### config.mk
export PLATFORM = sky130hd
export DESIGN_NAME = ipv4hc_core
export DESIGN_NICKNAME = d
export VERILOG_FILES = /design/src/design/ipv4hc_pkg.sv /design/src/design/ipv4hc_core.sv
export SDC_FILE = /design/constraint.sdc
export NUM_CORES = 1
export LEC_CHECK = 0
export BUFFER_PORTS_ARGS = -buffer_cell sky130_fd_sc_hd__buf_2
export CAP_MARGIN = 20
export CORE_MARGIN = 5
export CORE_UTILIZATION = 59
export CTS_BUF_LIST = sky130_fd_sc_hd__clkbuf_8 sky130_fd_sc_hd__clkbuf_16
export CTS_CLUSTER_SIZE = 20
export DETAILED_ROUTE_END_ITERATION = 7
export PLACE_DENSITY_LB_ADDON = 0.15
export SLEW_MARGIN = 20
export SYNTH_ARGS = -nofsm -noshare
export SYNTH_HDL_FRONTEND = slang
export SYNTH_SLANG_ARGS = --single-unit
### constraint.sdc
create_clock -name clk -period 6.6 [get_ports clk]
set_input_delay 0.66 -clock clk [delete_from_list [all_inputs] [get_ports clk]]
set_output_delay 0.66 -clock clk [all_outputs]
set_load 0.005 [all_outputs]
### src/design/ipv4hc_pkg.sv
// ----------------------------------------------------------------------------
// ipv4hc_pkg
// Types and constants of the IPv4 header checker.
// ----------------------------------------------------------------------------
`timescale 1ns / 1ps

package ipv4hc_pkg;

	localparam logic [7:0]  IHL_MASK     = 8'h0F;
	localparam logic [7:0]  VERSION_MASK = 8'hF0;
	localparam logic [15:0] FRAG_MASK    = 16'hBFFF;
	localparam logic [3:0]  IP_VER       = 4'd4;
	localparam logic [3:0]  IHL_MIN      = 4'd5;
	localparam logic [15:0] SUM_GOOD     = 16'hFFFF;

	localparam logic [7:0] PROTO_ICMP = 8'd1;
	localparam logic [7:0] PROTO_TCP  = 8'd6;
	localparam logic [7:0] PROTO_UDP  = 8'd17;

	localparam logic [5:0] MIN_HDR_BYTES = 6'd20;

	typedef enum logic [2:0] {
		V_ICMP  = 3'd0,
		V_TCP   = 3'd1,
		V_UDP   = 3'd2,
		V_UNSUP = 3'd3,
		V_CSUM  = 3'd4,
		V_VER   = 3'd5,
		V_FRAG  = 3'd6,
		V_SHORT = 3'd7
	} verdict_t;

	typedef struct packed {
		verdict_t    verdict;
		logic [7:0]  protocol;
		logic [5:0]  header_bytes;
		logic [15:0] total_length;
		logic [31:0] source_addr;
		logic [31:0] dest_addr;
	} result_t;

endpackage

### src/design/ipv4hc_core.sv
// ----------------------------------------------------------------------------
// ipv4hc_core
// Header parse state, ones' complement sum and verdict logic, one byte a step.
// ----------------------------------------------------------------------------
`timescale 1ns / 1ps

module ipv4hc_core (
	input  logic                 clk,
	input  logic                 arst_n,
	input  logic                 step,
	input  logic [7:0]           data_byte,
	input  logic                 first_byte,
	output logic                 res_valid,
	output ipv4hc_pkg::result_t  res
);

	logic [5:0]  byte_index_q;
	logic        in_header_q;
	logic [15:0] sum_accum_q;
	logic [7:0]  high_byte_q;
	logic [7:0]  version_ihl_q;
	logic [15:0] length_q;
	logic [15:0] flags_offset_q;
	logic [7:0]  protocol_q;
	logic [31:0] source_q;
	logic [31:0] dest_q;

	logic        active;
	logic [5:0]  idx;
	logic [7:0]  vihl;
	logic        short_hdr;
	logic        last;
	logic [5:0]  hlen;
	logic [15:0] sum_base;
	logic [7:0]  high_base;
	logic [16:0] sum_wide;
	logic [15:0] sum_new;
	logic [15:0] length_new;
	logic [15:0] flags_new;
	logic [7:0]  protocol_new;
	logic [31:0] source_new;
	logic [31:0] dest_new;
	ipv4hc_pkg::verdict_t verdict;

	assign active    = first_byte | in_header_q;
	assign idx       = first_byte ? 6'd0 : byte_index_q;
	assign vihl      = (idx == 6'd0) ? data_byte : version_ihl_q;
	assign hlen      = {vihl[3:0], 2'b00};
	assign short_hdr = active && (idx == 6'd0)
		&& ((data_byte & ipv4hc_pkg::IHL_MASK) < {4'd0, ipv4hc_pkg::IHL_MIN});
	assign last      = active && !short_hdr && (({1'b0, idx} + 7'd1) >= {1'b0, hlen});

	assign sum_base  = first_byte ? 16'd0 : sum_accum_q;
	assign high_base = first_byte ? 8'd0 : high_byte_q;
	assign sum_wide  = {1'b0, sum_base} + {1'b0, high_base, data_byte};
	assign sum_new   = sum_wide[15:0] + {15'd0, sum_wide[16]};

	always_comb begin
		length_new   = first_byte ? 16'd0 : length_q;
		flags_new    = first_byte ? 16'd0 : flags_offset_q;
		protocol_new = first_byte ? 8'd0 : protocol_q;
		source_new   = first_byte ? 32'd0 : source_q;
		dest_new     = first_byte ? 32'd0 : dest_q;
		case (idx)
			6'd2, 6'd3: length_new = {length_new[7:0], data_byte};
			6'd6, 6'd7: flags_new = {flags_new[7:0], data_byte};
			6'd9: protocol_new = data_byte;
			6'd12, 6'd13, 6'd14, 6'd15: source_new = {source_new[23:0], data_byte};
			6'd16, 6'd17, 6'd18, 6'd19: dest_new = {dest_new[23:0], data_byte};
			default: ;
		endcase
	end

	always_comb begin
		if (short_hdr) begin
			verdict = ipv4hc_pkg::V_SHORT;
		end else if (sum_new != ipv4hc_pkg::SUM_GOOD) begin
			verdict = ipv4hc_pkg::V_CSUM;
		end else if ((vihl & ipv4hc_pkg::VERSION_MASK) != {ipv4hc_pkg::IP_VER, 4'd0}) begin
			verdict = ipv4hc_pkg::V_VER;
		end else if ((flags_new & ipv4hc_pkg::FRAG_MASK) != 16'd0) begin
			verdict = ipv4hc_pkg::V_FRAG;
		end else if (protocol_new == ipv4hc_pkg::PROTO_ICMP) begin
			verdict = ipv4hc_pkg::V_ICMP;
		end else if (protocol_new == ipv4hc_pkg::PROTO_TCP) begin
			verdict = ipv4hc_pkg::V_TCP;
		end else if (protocol_new == ipv4hc_pkg::PROTO_UDP) begin
			verdict = ipv4hc_pkg::V_UDP;
		end else begin
			verdict = ipv4hc_pkg::V_UNSUP;
		end
	end

	assign res_valid         = step && (short_hdr || last);
	assign res.verdict       = verdict;
	assign res.header_bytes  = hlen;
	assign res.protocol      = short_hdr ? 8'd0 : protocol_new;
	assign res.total_length  = short_hdr ? 16'd0 : length_new;
	assign res.source_addr   = short_hdr ? 32'd0 : source_new;
	assign res.dest_addr     = short_hdr ? 32'd0 : dest_new;

	always_ff @(posedge clk or negedge arst_n) begin
		if (!arst_n) begin
			byte_index_q   <= 6'd0;
			in_header_q    <= 1'b0;
			sum_accum_q    <= 16'd0;
			high_byte_q    <= 8'd0;
			version_ihl_q  <= 8'd0;
			length_q       <= 16'd0;
			flags_offset_q <= 16'd0;
			protocol_q     <= 8'd0;
			source_q       <= 32'd0;
			dest_q         <= 32'd0;
		end else if (step && active) begin
			version_ihl_q  <= vihl;
			length_q       <= length_new;
			flags_offset_q <= flags_new;
			protocol_q     <= protocol_new;
			source_q       <= source_new;
			dest_q         <= dest_new;
			if (short_hdr) begin
				in_header_q  <= 1'b0;
				byte_index_q <= 6'd0;
				sum_accum_q  <= sum_base;
				high_byte_q  <= high_base;
			end else begin
				sum_accum_q  <= idx[0] ? sum_new : sum_base;
				high_byte_q  <= idx[0] ? high_base : data_byte;
				in_header_q  <= !last;
				byte_index_q <= last ? 6'd0 : idx + 6'd1;
			end
		end
	end

endmodule

After elaboration in Yosys (flattened, before gate mapping)
Cells that the tools add are included.
Widths: inputs -> output; s select.
Word-level totals
  register bits after elaboration: 142
  output and inout bits: 98
  input bits: 12
  word-level logic and storage cells: 82
Cells by class
  reductions and logical operators: 15
  equality and inequality tests: 18
  magnitude comparators: 2
  bitwise logic cells: 1
  mux-type cells: 32
  add/sub/neg operators: 4
Operator list (count)
  $mux 32: 6
  $mux 16: 8
  $mux 8: 7
  $eq 6x4->1 const B: 5
  $eq 6x5->1 const B: 4
  $mux 6: 3
  $add 16x16->17: 1
  $add 16x1->16: 1
  $ne 16x16->1 const B: 1
  $reduce_bool 16->1: 1
  $eq 6x2->1 const B: 2
  $eq 6x3->1 const B: 2
  $mux 3: 4
  $eq 8x1->1 const B: 1
  $eq 8x3->1 const B: 1
  $eq 8x5->1 const B: 1
  $reduce_or 4->1: 2
  $add 6x1->7 const B: 1
  $ge 7x6->1: 1
  $add 6x1->6 const B: 1
  $logic_and 1x1->1: 6
  $logic_not 6->1: 1
  $lt 4x3->1 const B: 1
  $mux 2: 2
  6 further kinds: 9

Longest topological paths before layout
Gate-level depths: netlist of run 1.
  depth after elaboration: 11
  mapped depth: 24
  mapped depth without buffers: 19

Least setup slack after synthesis of run 1
OpenSTA, ideal clock, no wires.
  path kind: input-to-output
  start: input port first_byte
  end: output port res[96] (netlist name)
  buffers on the path: 6
  arrival: 5.340 ns
  cell stages on the path: 22
  data required time: 5.940 ns
  slack: 0.600 ns
  path through: clkbuf_1 > clkbuf_1 > clkbuf_1 > buf_1 > clkbuf_1 > nor2b_1 > ha_1 > buf_2 > o211ai_1 > a21oi_1 > o21ai_0 > nand2_1 > a211o_1 > a21o_1 > ha_1 > and3_1 > nand3_1 > nor3_1 > or2b_4 > xor2_1 > or4_4 > or3_1
RTL lines
  start: declaration: line ipv4hc_core.sv:12  | input logic first_byte,
  end: declaration: line ipv4hc_core.sv:14  | output ipv4hc_pkg::result_t res

==> results of run 1 <==
area by class of cell:
class / count / area [sq um] / area share
well taps: 188 / 235 / 0.0230
clock inverters: 12 / 148 / 0.0144
inverters: 13 / 48.8 / 0.00477
flip-flops and latches: 142 / 3550 / 0.347
clock buffers: 18 / 439 / 0.0429
repair buffers: 124 / 672 / 0.0656
multi-input cells: 870 / 5140 / 0.502
registers in the layout, indices dropped and copies added (netlist names), 6 cells and up:
name / cells
dest_q: 32
source_q: 32
length_q: 16
sum_accum_q: 16
flags_offset_q: 15
high_byte_q: 8
protocol_q: 8
version_ihl_q: 8
byte_index_q: 6
kinds of logic (layout without fill, tap and decap cells):
kind of cell             after synthesis  count (layout)  synth area share
AND/OR/NAND/NOR                      436             436             0.226
AO/OA/AOI/OAI                        365             365             0.258
flip-flops                           142             142             0.391
buffers and inverters                101             167            0.0452
XOR/XNOR                              29              29            0.0280
adder cells (fa/ha/maj)               28              28            0.0394
multiplexers                          10              10            0.0118
other                                  1               2          0.000413
placed cells by master (no fill, tap or decap), types with 11 or more instances in the layout:
cell       count
nand2_1      233
dfrtp_1      142
a21oi_1      105
buf_2        105
o21ai_0       91
nor2_1        59
a21boi_0      57
a22o_1        55
nor2b_1       33
ha_1          27
nor3b_1       25
buf_4         18
clkbuf_16     17
xor2_1        16
inv_1         16
nand3_1       15
nand3b_1      13
xnor2_1       13
nor4_1        12
a22oi_1       11
worst max path at each step:
stage / endpoint / slack, ns / depth (start not counted)
6_report: res[96] / 0.70 / 20
4_1_cts: res[96] / 0.73 / 20
2_1_floorplan: res[96] / 0.60 / 22
3_3_place_gp: res[96] / 0.88 / 20
5_1_grt: res[96] / 0.36 / 20
3_5_place_dp: res[96] / 0.75 / 20
per-layer routing:
layer  vias to the layer above  share of wire  track usage
li1                       4025              -            -
met1                      4054           0.45        0.410
met2                       338           0.45        0.428
met3                        51          0.071       0.0431
met4                         0          0.021       0.0933
met5                         -              0            0
metrics by stage:
| stage | area, sq um | instances | worst slack (ns) | power, W | utilization |
|---|---|---|---|---|---|
| 2_1_floorplan | 9080 | 1113 | 0.600 | 0.00179 | - |
| 5_1_grt | 10200 | 1367 | 0.360 | 0.00318 | 0.676 |
| 4_1_cts | 10200 | 1367 | 0.734 | 0.00303 | 0.676 |
| 6_report | 10200 | 1367 | 0.696 | 0.00303 | 0.676 |
| 3_3_place_gp | 9650 | 1337 | 0.882 | 0.00203 | 0.637 |
| 3_5_place_dp | 9650 | 1337 | 0.747 | 0.00205 | 0.637 |
power groups by stage:
stage	logic, W	registers (W)	clock network (W)
floorplan	0.000718	0.00107	0
global placement	0.000928	0.00111	0
detailed placement	0.000941	0.00111	0
CTS	0.000950	0.00109	0.000982
global route	0.00106	0.00111	0.00101
finish	0.000961	0.00110	0.000973
worst max-delay path, stage by stage:
cell and delay (ns):
buf_4 0.22, nor2b_1 0.15, ha_1 0.19, inv_1 0.06
fa_1 0.41, nand2b_1 0.19, a21oi_1 0.29, o21ai_0 0.14
nand2_1 0.12, a211o_1 0.12, a21o_1 0.14, ha_1 0.19
and3_1 0.22, nand3_1 0.22, nor3_1 0.32, or2b_4 0.34
xor2_1 0.15, or4_4 0.58, or3_1 0.37, buf_2 0.13
==> implementation parameters, run 1 <==
Parameter                              Value

GRT
  GRT Resource Usage Total ... 0.280
  Via count of the first global-routing pass ... 7771
  Pin count of the biggest net entering global routing ... 77
  Overall overflow remaining after global route ... 0
  Wire length of the first global-routing pass ... 40800 um
  Initial antenna violation count ... 0

CTS
  Setup Fix Bufs, Post-CTS ... 0
  Clock-pin slew reported for the worst setup and hold paths after clock tree synthesis ... 0.06 ns
  # H-tree levels ... 4
  Max clock buf depth ... 2
  Clock Tree Root ... clkbuf_16
  TritonCTS clock tree ... yes
  Hold buffer count at cts ... 0
  Insertion delay of the later-clocked pin in the worst-skew pair ... 0.43 ns
  Post-cts sizing count ... 0
  Clock sink count ... 142
  Clock buffer count from CTS ... 17

Logic synthesis
  Number of different library cells in the post-synthesis netlist ... 61
  Share of Yosys cell area claimed by the top area cell type ... 0.391
  Post-Synthesis Cell Area ... 9080 sq um
  Synth cell count leaders ... nand2_1, dfrtp_1, a21oi_1, o21ai_0, clkbuf_1
  Cell taking the most area after synthesis ... dfrtp_1
  Seq/Total Area, Yosys ... 0.391
  Top flip-flop cell by instance count after synthesis ... dfrtp_1
  Post-synthesis cell count ... 1112
  #FFs+latches synth ... 142
  Warnings, synthesis ... 0
  Most area-consuming cells after synthesis ... dfrtp_1, nand2_1, a21oi_1, a22o_1, o21ai_0
  Post-synth ARST share ... 1.00
  Most frequent cell after synthesis ... nand2_1
  Number of enable flip-flop cells after synthesis ... 0
  Post-synthesis area per instance ... 8.17 sq um

Run
  Number of violations of the max-capacitance limit ... 0

Critical path
  Data required, critical path ... 5.94 ns
  Critical path startpoint category ... primary input
  Worst setup path startpoint ... first_byte
  Reg2Reg Setup Slack ... 2.52 ns
  Top fanout value on the critical path ... 33
  Register-to-Register Path Depth ... 18
  Kind of critical path ... in2out
  Capturing element type of the critical path ... output port
  Reg2reg end ... sum_accum_q[11]
  Data arrival time at the worst-slack endpoint ... 5.24 ns
  Worst flop-to-flop path startpoint ... sum_accum_q[0]

Pwr
  Clock network power share ... 0.321
  Leakage power figure ... 4.69 nW
  Peak ir drop on the vdd network ... 224 uV
  Cell-internal power ... 0.00196 W
  Ratio of total power to cell area ... 296 nW/um^2
  Reg power frac ... 0.362
  Combinational fraction of design power ... 0.317
  Switching portion of total power ... 0.354
  Net switching power figure ... 0.00107 W

Timing
  Number of max-slew violations in the final report ... 0
  Worst slew pin tran ... 1.08 ns
  Endpoints failing setup ... 0
  Hold Violations, Final ... 0
  TNS Setup ... 0 ns
  Final period utilization ... 0.895
  Final period demand of the worst path ... 5.90 ns
  Fmax ... 169 MHz
  Setup Skew ... 0.00864 ns
  Setup repair after global routing missed its margin ... no
  Relative slew slack ... 0.280
  Worst hold margin ... 0.261 ns

Placed design
  Final weighted congestion of routability-driven global placement ... 0.901
  Detailed Place HPWL ... 16400 um
  Quantity of I/O buffers inserted on ports ... 107

Die
  Vert. Die Dim ... 134 um
  Rows ... 45
  Area inside the core boundary ... 15100 sq um
  Die outline area ... 18000 sq um
  X dimension of the die ... 134 um
  Starting density of the core ... 0.600
  Top Ports ... 110

Drt
  Residual DRC ... 0
  WL/cell ... 18.6 um
  Number of iterations in the first detailed-routing pass ... 5
  DR vias/cell ... 6.19
  Post-route antenna net violation count ... 0
  Total Routed Length ... 25400 um
  DRC violation total after the first TritonRoute iteration ... 807
  Via Count ... 8468

Finish
  Net count reported at finish ... 1208
  Area Growth Syn to Fin ... 12.8%
  Fill count ... 1296
  Final antenna diode count ... 0
  Share of post-route cells with drive strength above 1 ... 0.145

Status
  Result of the run ... finished, final reports clean

Worst hold path
  Kind of path behind the tightest hold check ... in2async
Note: power is estimated with default switching activity, not from simulation.
==> inputs of run 2 (changes only) <==
Settings changed: CELL_PAD_IN_SITES_DETAIL_PLACEMENT from default to 1, CELL_PAD_IN_SITES_GLOBAL_PLACEMENT from default to 1, CORE_UTILIZATION 59 to 44.
==> implementation parameters, run 2 (synthesis gave the netlist of run 1 again) <==
Parameter                              Value

Critical path
  Reg2reg end ... sum_accum_q[15]
  Top fanout value on the critical path ... 35 (+6.1%)
  Register-to-Register Path Depth ... 18 (unchanged)
  Capturing element type of the critical path ... output port
  Worst flop-to-flop path startpoint ... sum_accum_q[0]
  Data required, critical path ... 5.94 ns (about the same)
  Data arrival time at the worst-slack endpoint ... 5.25 ns (about the same)
  Kind of critical path ... in2out
  Critical path startpoint category ... primary input
  Reg2Reg Setup Slack ... 2.42 ns (-0.10 ns)

Pwr
  Peak ir drop on the vdd network ... 226 uV (+0.91%)
  Ratio of total power to cell area ... 290 nW/um^2 (-1.9%)
  Leakage power figure ... 4.68 nW (-0.36%)
  Post-route total power ... 0.00300 W (-1.0%)

Placed design
  Placed cells ... 1420 (+6.2%)
  Quantity of I/O buffers inserted on ports ... 107 (unchanged)
  Final weighted congestion of routability-driven global placement ... 0.900 (about the same)
  Detailed Place HPWL ... 19400 um (+18%)

GRT
  Pin count of the biggest net entering global routing ... 97 (+26%)
  Initial antenna violation count ... 0 (unchanged)
  GR Util met3 ... 0.0354 (-0.00772)
  Fraction of met1 tracks used by global routing ... 0.342 (-0.0677)
  Global route hottest layer ... met2
  Overall overflow remaining after global route ... 0 (unchanged)
  Global Route met2 Usage ... 0.416 (-0.0119)
  GRT Resource Usage Total ... 0.247 (-0.0322)
  Via count of the first global-routing pass ... 8925 (+15%)
  Wire length of the first global-routing pass ... 48200 um (+18%)

CTS
  Clock Tree Root ... clkbuf_16
  Insertion delay of the later-clocked pin in the worst-skew pair ... 0.42 ns (about the same)
  # H-tree levels ... 4 (unchanged)
  Setup Fix Bufs, Post-CTS ... 0 (unchanged)
  Clock sink count ... 142 (unchanged)
  Clock buffer count from CTS ... 17 (unchanged)
  Hold buffer count at cts ... 0 (unchanged)
  Max clock buf depth ... 2 (unchanged)
  Clock-pin slew reported for the worst setup and hold paths after clock tree synthesis ... 0.07 ns (about the same)
  TritonCTS clock tree ... yes
  Post-cts sizing count ... 0 (unchanged)

Drt
  DRC violation total after the first TritonRoute iteration ... 429 (-47%)
  WL/cell ... 20.0 um (+7.8%)
  Number of iterations in the first detailed-routing pass ... 4 (-1)
  Post-route antenna net violation count ... 0 (unchanged)
  Total Routed Length ... 29100 um (+15%)
  Residual DRC ... 0 (unchanged)
  Via Count ... 8514 (+0.54%)
  DR vias/cell ... 5.86 (-5.3%)

Finish
  Final antenna diode count ... 0 (unchanged)
  Most frequent cells in the layout ... nand2_1, dfrtp_1, a21oi_1, buf_2, o21ai_0
  Area Growth Syn to Fin ... 13.8%
  Share of post-route cells with drive strength above 1 ... 0.151 (+0.00555)
  Commonest non-fill, non-tap cell in the layout ... nand2_1
  Biggest registers after layout ... dest_q x32, source_q x32
  Net count reported at finish ... 1209 (+0.083%)
  Final cell count without fillers ... 1452 (+6.2%)

Die
  Starting density of the core ... 0.447 (-0.152)
  X dimension of the die ... 154 um (+15%)
  Top Ports ... 110 (unchanged)
  Area inside the core boundary ... 20300 sq um (+34%)
  Rows ... 52 (+16%)
  Vert. Die Dim ... 154 um (+15%)
  Die outline area ... 23600 sq um (+31%)

Timing
  Hold Violations, Final ... 0 (unchanged)
  Fmax ... 169 MHz (-0.18%)
  Setup repair after global routing missed its margin ... no
  Final period demand of the worst path ... 5.91 ns (+0.0106 ns)
  Worst slew pin tran ... 1.04 ns (-0.0335 ns)
  TNS Setup ... 0 ns (unchanged)
  Number of max-slew violations in the final report ... 0 (unchanged)
  Final period utilization ... 0.896 (+0.00161)
  Setup Skew ... 0.0101 ns (+0.00143 ns)
  Endpoints failing setup ... 0 (unchanged)
  Relative slew slack ... 0.301 (+0.0203)

Status
  Result of the run ... finished, final reports clean

Worst hold path
  Kind of path behind the tightest hold check ... in2async

Run
  Number of violations of the max-capacitance limit ... 0 (unchanged)
[run 2: cell types whose count changed in the layout (fill, tap and decap cells not counted), moves of 2 or more]
cell        delta
bufinv_16      -3
inv_8          +2
nor2_2         +2
clkinv_4       +3
nor2_1         -2
clkinvlp_4     +2
[run 2: worst max-delay path by stage]
stage / to / slack (ns) / startpoint / cells past startpoint
final: res[96] / 0.69 / first_byte / 19
after floorplan: res[96] / 0.60 / first_byte / 22
after global routing: res[96] / 0.34 / first_byte / 20
after CTS: res[96] / 0.66 / first_byte / 19
after detailed placement: res[96] / 0.74 / first_byte / 20
after global placement: res[96] / 0.91 / first_byte / 20
[run 2: power breakdown]
part | switching [W] | internal [W]
logic | 0.000633 | 0.000364
registers | 0.000100 | 0.000999
clock network | 0.000416 | 0.000486
[run 2: routing by layer]
metal / part of all wire / wire length, um
met1: 0.47 / 13800
met2: 0.48 / 14000
met3: 0.033 / 973
met4: 0.011 / 331
met5: 0 / 0
[run 2: per-stage QoR]
step / setup slack (ns) / utilization / cell area (sq um) / hold WS [ns]
after global routing: 0.343 / 0.509 / 10300 / 0.404
final: 0.685 / 0.509 / 10300 / 0.325
after CTS: 0.662 / 0.509 / 10300 / 0.378
after detailed placement: 0.742 / 0.482 / 9790 / 0.465
after floorplan: 0.600 / - / 9080 / 0.364
after global placement: 0.915 / 0.482 / 9790 / 0.453
[run 2: critical path: stages]
cell and delay (ns):
buf_4 0.26, buf_4 0.37, nor2b_1 0.09, ha_1 0.44, nand4_1 0.22, nor2_1 0.14, o21ai_0 0.12, nand2_1 0.15
a211o_1 0.14, a21o_1 0.13, ha_1 0.18, and3_1 0.22, nand3_1 0.22, nor3_1 0.36, or2b_4 0.35, xor2_1 0.14
or4_4 0.56, or3_1 0.35, buf_2 0.13
[run 2: final cells by class]
type                            instances  area (sq um)
Fill cell                            2501          9970
Multi-Input combinational cell        870          5150
Sequential cell                       142          3550
Timing Repair Buffer                  125           692
Clock buffer                           17           425
Tap cell                              270           338
Clock inverter                         15           118
Inverter                               13          48.8
==> inputs of run 3 (changes only) <==
Settings changed: BUFFER_PORTS_ARGS -buffer_cell sky130_fd_sc_hd__buf_2 to -buffer_cell sky130_fd_sc_hd__clkbuf_2.
==> implementation parameters, run 3 (synthesis gave the netlist of run 1 again) <==
Parameter                              Value

GRT
  Via count of the first global-routing pass ... 8816 (-1.2%)
  GRT Resource Usage Total ... 0.248 (about the same)
  Initial antenna violation count ... 0 (unchanged)
  Wire length of the first global-routing pass ... 48100 um (-0.21%)
  Pin count of the biggest net entering global routing ... 88 (-9.3%)
  Overall overflow remaining after global route ... 0 (unchanged)

Pwr
  Ratio of total power to cell area ... 297 nW/um^2 (+2.5%)
  Post-route total power ... 0.00309 W (+3.2%)
  Leakage power figure ... 4.64 nW (-0.85%)
  Peak ir drop on the vdd network ... 215 uV (-4.9%)

Placed design
  Final weighted congestion of routability-driven global placement ... 0.907 (+0.73%)
  Dpl cell area ... 9800 sq um (+0.12%)
  Placed cells ... 1424 (+0.28%)
  Detailed Place HPWL ... 19300 um (-0.59%)
  Quantity of I/O buffers inserted on ports ... 107 (unchanged)

Finish
  Commonest non-fill, non-tap cell in the layout ... nand2_1
  Final antenna diode count ... 0 (unchanged)
  Net count reported at finish ... 1213 (+0.33%)
  Final cell count without fillers ... 1455 (+0.21%)
  Most frequent cells in the layout ... nand2_1, dfrtp_1, a21oi_1, clkbuf_2, o21ai_0
  Area Growth Syn to Fin ... 14.5%
  Biggest registers after layout ... dest_q x32, source_q x32
  Non-Filler Cell Area, Final ... 10400 sq um (+0.70%)
  Share of post-route cells with drive strength above 1 ... 0.153 (+0.00215)

Timing
  Relative slew slack ... 0.294 (-0.00641)
  Worst slew pin tran ... 1.06 ns (+0.0166 ns)
  Setup Skew ... 0.0131 ns (+0.00308 ns)
  TNS Setup ... 0 ns (unchanged)
  Fmax ... 169 MHz (-0.32%)
  Endpoints failing setup ... 0 (unchanged)
  Number of max-slew violations in the final report ... 0 (unchanged)
  Final period demand of the worst path ... 5.93 ns (+0.0189 ns)
  Final period utilization ... 0.899 (+0.00287)
  Hold Violations, Final ... 0 (unchanged)
  Setup repair after global routing missed its margin ... no

CTS
  # H-tree levels ... 4 (unchanged)
  TritonCTS clock tree ... yes
  Clock sink count ... 142 (unchanged)
  Clock-pin slew reported for the worst setup and hold paths after clock tree synthesis ... 0.06 ns (about the same)
  Hold buffer count at cts ... 0 (unchanged)
  Clock buffer count from CTS ... 17 (unchanged)
  Insertion delay of the later-clocked pin in the worst-skew pair ... 0.43 ns (about the same)
  Post-cts sizing count ... 0 (unchanged)
  Clock Tree Root ... clkbuf_16
  Max clock buf depth ... 2 (unchanged)
  Setup Fix Bufs, Post-CTS ... 0 (unchanged)

Critical path
  Register-to-Register Path Depth ... 18 (unchanged)
  Reg2reg end ... sum_accum_q[15]
  Worst setup path startpoint ... first_byte
  Cell-by-cell trace of the critical path ... buf_4 > nor2b_1 > ha_1 > inv_1 > fa_1 > nand2b_1 > a21oi_1 > o21ai_0 > nand2_1 > a211o_1 > a21o_1 > ha_1 > and3_1 > nand3_1 > nor3_1 > or2b_4 > xor2_1 > or4_4 > or3_1 > clkbuf_2
  Kind of critical path ... in2out
  Buf/Inv on CP ... 3 (unchanged)
  Top fanout value on the critical path ... 46 (+31%)
  Data required, critical path ... 5.94 ns (about the same)
  Reg2Reg Setup Slack ... 2.48 ns (+0.06 ns)
  Slowest stage delay, CP ... 0.56 ns (about the same)
  Capturing element type of the critical path ... output port
  Critical path startpoint category ... primary input
  Worst flop-to-flop path startpoint ... sum_accum_q[0]
  Most used cell, CP ... ha_1
  Slowest cell on the critical path ... or4_4
  Data arrival time at the worst-slack endpoint ... 5.27 ns (+0.02 ns)
  CP delay by family, top ... simple AND/OR/NAND/NOR gates

Drt
  DR vias/cell ... 5.91 (+0.71%)
  Residual DRC ... 0 (unchanged)
  Post-route antenna net violation count ... 0 (unchanged)
  DRC violation total after the first TritonRoute iteration ... 555 (+29%)
  Number of iterations in the first detailed-routing pass ... 5 (+1)
  WL/cell ... 20.0 um (about the same)
  Via Count ... 8592 (+0.92%)
  Total Routed Length ... 29100 um (+0.25%)

Die
  Die outline area ... 23600 sq um (unchanged)
  Starting density of the core ... 0.447 (unchanged)
  Vert. Die Dim ... 154 um (unchanged)
  Top Ports ... 110 (unchanged)
  X dimension of the die ... 154 um (unchanged)
  Area inside the core boundary ... 20300 sq um (unchanged)
  Rows ... 52 (unchanged)

Run
  Number of violations of the max-capacitance limit ... 0 (unchanged)

Status
  Result of the run ... finished, final reports clean

Worst hold path
  Kind of path behind the tightest hold check ... in2async
## run 3: cell count changes in the layout (fill, tap and decap cells not counted), sizes merged
| cell | before | now |
|---|---|---|
| buf | 125 | 24 |
| bufinv | 0 | 3 |
| clkbuf | 17 | 123 |
| clkinv | 5 | 3 |
| clkinvlp | 4 | 3 |
| inv | 19 | 17 |
## run 3: worst max-delay path by stage
stage	endpoint	slack (ns)	cells after the start
2_1_floorplan	res[96]	0.60	22
3_3_place_gp	res[96]	0.84	20
3_5_place_dp	res[96]	0.66	20
4_1_cts	res[96]	0.65	20
5_1_grt	res[96]	0.34	20
6_report	res[96]	0.67	20
## run 3: metal layers
metal | global-route usage | wire length (um) | vias up
met4 | 0.0631 | 474 | 0
met2 | 0.408 | 13900 | 183
met3 | 0.0340 | 1220 | 35
met5 | 0 | 0 | -
li1 | - | - | 4034
met1 | 0.345 | 13500 | 4340
## run 3: per-stage QoR
step / worst slack [ns] / util / hold WS (ns)
floorplan: 0.600 / - / 0.364
global placement: 0.839 / 0.483 / 0.455
detailed placement: 0.662 / 0.483 / 0.469
CTS: 0.651 / 0.512 / 0.298
global route: 0.343 / 0.512 / 0.314
finish: 0.666 / 0.512 / 0.257
## run 3: area by class of cell
| type | instances | area [sq um] |
|---|---|---|
| clock buffer | 18 | 439 |
| clock inverter | 13 | 165 |
| fill | 2512 | 9900 |
| inverter | 13 | 48.8 |
| multi-input combinational | 870 | 5150 |
| sequential | 142 | 3550 |
| tap | 270 | 338 |
| timing repair buffer | 129 | 709 |
## run 3: where the power goes
part	total, W	switching, W	leakage [nW]	internal, W
clock	0.00100	0.000398	0.291	0.000605
combinational	0.000995	0.000631	2.41	0.000364
sequential	0.00110	0.0000975	1.93	0.000999
